File: src/rtl/hbd_pkg.sv
// hbd_pkg: shared types, constants and helpers for the half-band IQ decimator
// used by hbd_tap_cell, hbd_branch and halfband_decimator_iq_q15
package hbd_pkg;

  localparam int LineDepth = 15;
  localparam int NumCoefs  = 4;
  localparam int CentreTap = (LineDepth - 1) / 2;

  localparam int ByteW     = 8;
  localparam int SampleW   = 16;
  localparam int CoefW     = 16;
  localparam int PairW     = SampleW + 1;
  localparam int ProdW     = PairW + CoefW;
  localparam int QShift    = 15;
  localparam int CfgIdxW   = 2;

  localparam int ByteOffset = 127;
  localparam int ByteShift  = 6;

  typedef logic signed [SampleW-1:0] sample_t;
  typedef logic signed [CoefW-1:0]   coef_t;

  typedef struct packed {
    sample_t re;
    sample_t im;
  } iq_t;

  typedef sample_t line_t  [LineDepth];
  typedef coef_t   coefs_t [NumCoefs];

  typedef struct packed {
    logic prod_en;
    logic out_en;
  } flow_t;

  typedef enum logic [CfgIdxW-1:0] {
    CfgCoefOuter  = 2'd0,
    CfgCoefSecond = 2'd1,
    CfgCoefThird  = 2'd2,
    CfgCoefInner  = 2'd3
  } cfg_idx_e;

  localparam coef_t CoefReset [NumCoefs] = '{
    -16'sd134, 16'sd1078, -16'sd4417, 16'sd19864
  };

  function automatic sample_t byte_to_sample(logic [ByteW-1:0] b);
    logic signed [ByteW:0] off;
    off = $signed({1'b0, b}) - (ByteW + 1)'(ByteOffset);
    return sample_t'(off) <<< ByteShift;
  endfunction

endpackage

File: src/rtl/hbd_tap_cell.sv
// hbd_tap_cell: one complex tap of the delay line, loads d_i (its neighbor, or the new sample) on shift
// depends on hbd_pkg
module hbd_tap_cell (
  input  logic        clk_i,
  input  logic        rst_ni,
  input  logic        shift_i,
  input  hbd_pkg::iq_t d_i,
  output hbd_pkg::iq_t q_o
);
  import hbd_pkg::*;

  iq_t tap_q;

  always_ff @(posedge clk_i or negedge rst_ni) begin
    if (!rst_ni) begin
      tap_q <= '0;
    end else if (shift_i) begin
      tap_q <= d_i;
    end
  end

  assign q_o = tap_q;

endmodule

File: src/rtl/hbd_branch.sv
// hbd_branch: symmetric pair sums, registered q15 products and wrapping sum for one rail
// depends on hbd_pkg
module hbd_branch (
  input  logic            clk_i,
  input  hbd_pkg::flow_t  flow_i,
  input  hbd_pkg::line_t  line_i,
  input  hbd_pkg::coefs_t coefs_i,
  output hbd_pkg::sample_t sum_o
);
  import hbd_pkg::*;

  sample_t prod_q [NumCoefs];
  sample_t ctr_q;
  sample_t sum_q;
  sample_t sum_d;

  for (genvar k = 0; k < NumCoefs; k++) begin : g_pair
    logic signed [PairW-1:0] pair;
    logic signed [ProdW-1:0] prod;

    assign pair = PairW'(line_i[2*k]) + PairW'(line_i[LineDepth-1-2*k]);
    assign prod = ProdW'(pair) * ProdW'(coefs_i[k]);

    always_ff @(posedge clk_i) begin
      if (flow_i.prod_en) begin
        prod_q[k] <= prod[QShift +: SampleW];
      end
    end
  end

  always_ff @(posedge clk_i) begin
    if (flow_i.prod_en) begin
      ctr_q <= line_i[CentreTap];
    end
  end

  always_comb begin
    sum_d = ctr_q;
    for (int k = 0; k < NumCoefs; k++) begin
      sum_d = sum_d + prod_q[k];
    end
  end

  always_ff @(posedge clk_i) begin
    if (flow_i.out_en) begin
      sum_q <= sum_d;
    end
  end

  assign sum_o = sum_q;

endmodule

File: src/rtl/halfband_decimator_iq_q15.sv
// halfband_decimator_iq_q15: 15-tap half-band decimate-by-two filter on 8-bit IQ bytes
// depends on hbd_pkg, hbd_tap_cell, hbd_branch
// results: each accepted even-phase sample yields one result via the product and sum registers
// throughput: one sample per clock while no result stalls, one result per two samples; a row of tap cells
// shifts on each request, then a registered multiply stage and a sum register
// reset clears taps, phase and pipeline valids and reloads the default coefficients
module halfband_decimator_iq_q15 (
  input  logic                    clk_i,
  input  logic                    rst_ni,
  input  logic                    in_valid_i,
  output logic                    in_ready_o,
  input  logic [hbd_pkg::ByteW-1:0] in_real_byte_i,
  input  logic [hbd_pkg::ByteW-1:0] in_imag_byte_i,
  output logic                    out_valid_o,
  input  logic                    out_ready_i,
  output hbd_pkg::sample_t        out_real_o,
  output hbd_pkg::sample_t        out_imag_o,
  input  logic                    cfg_we_i,
  input  logic [hbd_pkg::CfgIdxW-1:0] cfg_idx_i,
  input  logic [hbd_pkg::CoefW-1:0] cfg_data_i
);
  import hbd_pkg::*;

  coef_t  coef_q [NumCoefs];
  iq_t    new_tap;
  iq_t    tap [LineDepth];
  line_t  line_re;
  line_t  line_im;
  flow_t  flow;

  logic odd_q, odd_d;
  logic tap_vld_q, tap_vld_d;
  logic prod_vld_q, prod_vld_d;
  logic out_vld_q, out_vld_d;
  logic accept;

  // coefficient registers
  always_ff @(posedge clk_i or negedge rst_ni) begin
    if (!rst_ni) begin
      for (int k = 0; k < NumCoefs; k++) begin
        coef_q[k] <= CoefReset[k];
      end
    end else if (cfg_we_i) begin
      unique case (cfg_idx_e'(cfg_idx_i))
        CfgCoefOuter:  coef_q[0] <= coef_t'(cfg_data_i);
        CfgCoefSecond: coef_q[1] <= coef_t'(cfg_data_i);
        CfgCoefThird:  coef_q[2] <= coef_t'(cfg_data_i);
        CfgCoefInner:  coef_q[3] <= coef_t'(cfg_data_i);
      endcase
    end
  end

  // pipeline flow
  assign flow.out_en  = !out_vld_q || out_ready_i;
  assign flow.prod_en = !prod_vld_q || flow.out_en;
  assign in_ready_o   = !tap_vld_q || flow.prod_en;
  assign accept       = in_valid_i && in_ready_o;

  always_comb begin
    odd_d      = accept ? !odd_q : odd_q;
    tap_vld_d  = accept ? !odd_q : (tap_vld_q && !flow.prod_en);
    prod_vld_d = flow.prod_en ? tap_vld_q : prod_vld_q;
    out_vld_d  = flow.out_en ? prod_vld_q : out_vld_q;
  end

  always_ff @(posedge clk_i or negedge rst_ni) begin
    if (!rst_ni) begin
      odd_q      <= 1'b0;
      tap_vld_q  <= 1'b0;
      prod_vld_q <= 1'b0;
      out_vld_q  <= 1'b0;
    end else begin
      odd_q      <= odd_d;
      tap_vld_q  <= tap_vld_d;
      prod_vld_q <= prod_vld_d;
      out_vld_q  <= out_vld_d;
    end
  end

  // delay line, newest sample enters the top cell
  assign new_tap.re = byte_to_sample(in_real_byte_i);
  assign new_tap.im = byte_to_sample(in_imag_byte_i);

  for (genvar i = 0; i < LineDepth; i++) begin : g_cell
    iq_t cell_d;
    if (i == LineDepth - 1) begin : g_top
      assign cell_d = new_tap;
    end else begin : g_mid
      assign cell_d = tap[i+1];
    end

    hbd_tap_cell u_cell (
      .clk_i   (clk_i),
      .rst_ni  (rst_ni),
      .shift_i (accept),
      .d_i     (cell_d),
      .q_o     (tap[i])
    );

    assign line_re[i] = tap[i].re;
    assign line_im[i] = tap[i].im;
  end

  hbd_branch u_branch_re (
    .clk_i   (clk_i),
    .flow_i  (flow),
    .line_i  (line_re),
    .coefs_i (coef_q),
    .sum_o   (out_real_o)
  );

  hbd_branch u_branch_im (
    .clk_i   (clk_i),
    .flow_i  (flow),
    .line_i  (line_im),
    .coefs_i (coef_q),
    .sum_o   (out_imag_o)
  );

  assign out_valid_o = out_vld_q;

endmodule

File: config.mk
export PLATFORM = sky130hd
export DESIGN_NAME = halfband_decimator_iq_q15
export DESIGN_NICKNAME = d
export VERILOG_FILES = /design/src/rtl/hbd_pkg.sv /design/src/rtl/hbd_tap_cell.sv /design/src/rtl/hbd_branch.sv /design/src/rtl/halfband_decimator_iq_q15.sv
export SDC_FILE = /design/constraint.sdc
export NUM_CORES = 2
export LEC_CHECK = 0
export BUFFER_PORTS_ARGS = -buffer_cell sky130_fd_sc_hd__buf_2
export CAP_MARGIN = 20
export CORE_AREA = 5 5 400 402
export DETAILED_ROUTE_END_ITERATION = 8
export DIE_AREA = 0 0 405 407
export PLACE_DENSITY_LB_ADDON = 0.25
export SYNTH_ARGS = -nofsm -noshare
export SYNTH_HDL_FRONTEND = slang
export SYNTH_SLANG_ARGS = --single-unit
File: constraint.sdc
create_clock -name clk_i -period 23.9 [get_ports clk_i]
set_input_delay 1.195 -clock clk_i [delete_from_list [all_inputs] [get_ports clk_i]]
set_output_delay 1.195 -clock clk_i [all_outputs]
set_load 0.02 [all_outputs]
==> results.yml <==
run_status:
  status: "finished clean"
layout:
  layout-drive-gt1-share_pct: 8.901
  postLayoutCoreUtil_pct: 53.09
  syn_to_final_growth_pct: 6.614
  nets: 9707
placed_design:
  dp.final_hpwl_mm: 153.4
  io_buffers: 72
  gp_congestion: 0.8749
floorplanning:
  core-area_um2: 155700
  initial_core_util_pct: 49.79
  num_rows: 145
  dieArea_um2: 164800
  die_w_um: 405
  pin_count: 73
  fp.dieH_um: 407
drt:
  drt_pass1_iterations: 7
  via_count: 51004
  dr.first_iter.drc_count: 2813
  drt_wl_total_mm: 191.4
  antenna_left: 0
  routed_via_density: 5.255
  drc_errors: 0
  avgRoutedWirePerCell_um: 19.73
critical_path:
  cp_slowest_cell: "or4_4"
  crit_type: "reg2reg"
  cp-start-kind: "register"
  cp_top_family: "adder cells"
  cp_max_fo: 16
  r2r-start: "g_cell[14].u_cell.q_o[6]"
  required_ps: 24290
  arrival_ps: 9300
  r2r_cells: 34
  r2r_end: "u_branch_im.prod_q[0][15]"
  path_buf_inv: 8
  end_kind: "register"
  ff2ff_setup_slack_ps: 15000
  cpPeakStageDelay_ps: 560
global_routing:
  antenna_found_initial: 17
  grt_use_total_pct: 24.35
  grt_pass1_wl_mm: 310.6
  first_global_vias: 55246
  gr-total-overflow: 0
  grt_max_degree: 87
synthesis:
  ys_ff_latch: 516
  yosysWarnings: 0
  syn_area_per_cell_um2: 10.17
  synth_ff_type: "dfrtp_1"
  yosysUniqueCellTypes: 77
  async_flop_share_pct: 65.50
  syn_area_um2: 77510
  synth_edf_count: 178
  synthCells: 7618
  synthesis.nets: 9739
  yosysSeqAreaShare_pct: 17.87
clocking:
  clk_pin_slew_ps: 60
  postCtsSetupBuffers: 0
  clkLatencyLatePin_ps: 680
  holdBufCountCts: 0
  ctsResizeCount: 0
  cts_tree: "yes"
  cts_sinks: 516
  cts_root_buf: "clkbuf_16"
  htree_levels: 3
  clock_path_buffers: 3
  cts_inserted_buffers: 66
sta:
  maxClockFrequency_ghz: 0.1123
  fin_setup_tns_ps: 0
  setup_viol: 0
  finalMaxSlewViolations: 0
  worst_pin_slew_ps: 1157
  fin_skew_ps: 33.08
  rsz0062_at_grt: "no"
  hold_viol: 0
  slew-limit-headroom_pct: 22.30
  finalCritPeriodShare_pct: 37.25
  min_period_ps: 8903
hold_path:
  hp-class: "in2async"
flow_run:
  drv_cap: 0
## metal layers
metal  track usage, %  up-vias  wire length, µm  part of all wire (%)
met5                0        -               41                 0.021
met2            40.31     1239            90950                    48
met1            33.23    26462            82270                    43
li1                 -    22996                -                     -
met4            7.534        6             6392                   3.3
met3            3.840      301            11790                   6.2
## worst max-delay path by stage
stage / start / end / slack [ps] / depth (start not counted)
after detailed placement: g_cell[14].u_cell.q_o[6] / u_branch_im.prod_q[0][15] / 15020 / 34
after floorplan: g_cell[14].u_cell.q_o[6] / u_branch_im.prod_q[0][15] / 15690 / 33
final: g_cell[14].u_cell.q_o[6] / u_branch_im.prod_q[0][15] / 15000 / 34
after CTS: g_cell[14].u_cell.q_o[6] / u_branch_im.prod_q[0][15] / 14980 / 34
after global placement: g_cell[14].u_cell.q_o[6] / u_branch_im.prod_q[0][15] / 15100 / 34
after global routing: g_cell[14].u_cell.q_o[6] / u_branch_im.prod_q[0][15] / 14450 / 34
## area by class of cell
class | instances | area (µm²)
Tap cell | 2058 | 2575
Inverter | 1798 | 6749
Timing Repair Buffer | 162 | 1101
Clock inverter | 40 | 509.2
Sequential cell | 516 | 13850
Fill cell | 13877 | 73030
Multi-Input combinational cell | 5042 | 56080
Clock buffer | 82 | 1752
Antenna cell | 7 | 17.52
## per-stage QoR
step / hold WS, ps / setup WS (ps) / instances / area (µm²)
floorplan: 435.5 / 15690 / 7618 / 77510
global placement: 444.7 / 15100 / 9572 / 80270
detailed placement: 453.5 / 15020 / 9573 / 80280
CTS: 408.5 / 14980 / 9695 / 82550
global route: 446.4 / 14450 / 9698 / 82620
finish: 450.2 / 15000 / 9705 / 82630
## cells in the mapped netlist (52+ instances only)
| master | number | share of area [%] |
|---|---|---|
| nor2_1 | 199 | 0.96 |
| clkbuf_1 | 258 | 1.2 |
| mux2_2 | 310 | 4.5 |
| dfrtp_1 | 300 | 9.7 |
| and2_1 | 506 | 4.1 |
| xnor2_1 | 331 | 3.7 |
| nor2b_1 | 52 | 0.42 |
| a21oi_1 | 124 | 0.80 |
| xor2_1 | 135 | 1.5 |
| inv_1 | 1797 | 8.7 |
| fa_1 | 1414 | 37 |
| a21o_1 | 54 | 0.52 |
| o21ai_0 | 104 | 0.67 |
| edfxtp_1 | 178 | 6.9 |
| ha_1 | 668 | 11 |
| nand2_1 | 718 | 3.5 |
## sequential cells by signal, summed over array words and instances (netlist names)
| name | flops |
|---|---|
| coef_q | 64 |
| prod_vld_q | 1 |
| out_valid_o | 1 |
| u_branch_im.sum_o | 16 |
| u_branch_im.prod_q | 64 |
| tap_vld_q | 1 |
| u_branch_re.prod_q | 64 |
| odd_q | 1 |
| u_branch_im.ctr_q | 9 |
| u_branch_re.ctr_q | 9 |
| g_cell.u_cell.q_o | 270 |
| u_branch_re.sum_o | 16 |
## cells in the final DEF, fill, tap and decap left out, types with 10 or more instances in the layout
master and instances:
a2bb2oi_1 10, o21bai_1 26, and2_1 506, a21oi_1 124, a31oi_1 19, dfrtp_1 300
clkbuf_16 66, a21o_1 54, nand2_1 716, edfxtp_1 178, a22o_1 14, nor2b_1 52
a21boi_0 10, inv_1 1796, buf_4 86, nor3_1 36, nand2b_1 39, clkbuf_1 12
xor2_1 132, fa_1 1414, xnor2_1 316, nand3_1 32, buf_2 71, and3_1 26
a211oi_1 12, nor2_1 199, o211ai_1 14, xnor2_2 15, dfstp_2 38, mux2_2 310
a31o_2 21, o21a_1 29, nand4_1 12, o21ai_0 104, ha_1 668
## cell families (layout without fill, tap and decap cells)
| group | count (synthesis) | in the layout | synth area share, % |
|---|---|---|---|
| buffers and inverters | 2060 | 2082 | 9.976 |
| xor gates and xnor gates | 472 | 472 | 5.440 |
| other | 0 | 7 | 0 |
| adders and majority gates | 2082 | 2082 | 47.31 |
| DFF | 516 | 516 | 17.87 |
| muxes | 314 | 314 | 4.556 |
| AOI/OAI and AO/OA | 510 | 510 | 4.428 |
| and+or+nand+nor | 1664 | 1664 | 10.42 |
Power is not shown: default switching activity piles up to over one toggle a cycle in this logic, so the estimate is an artifact.
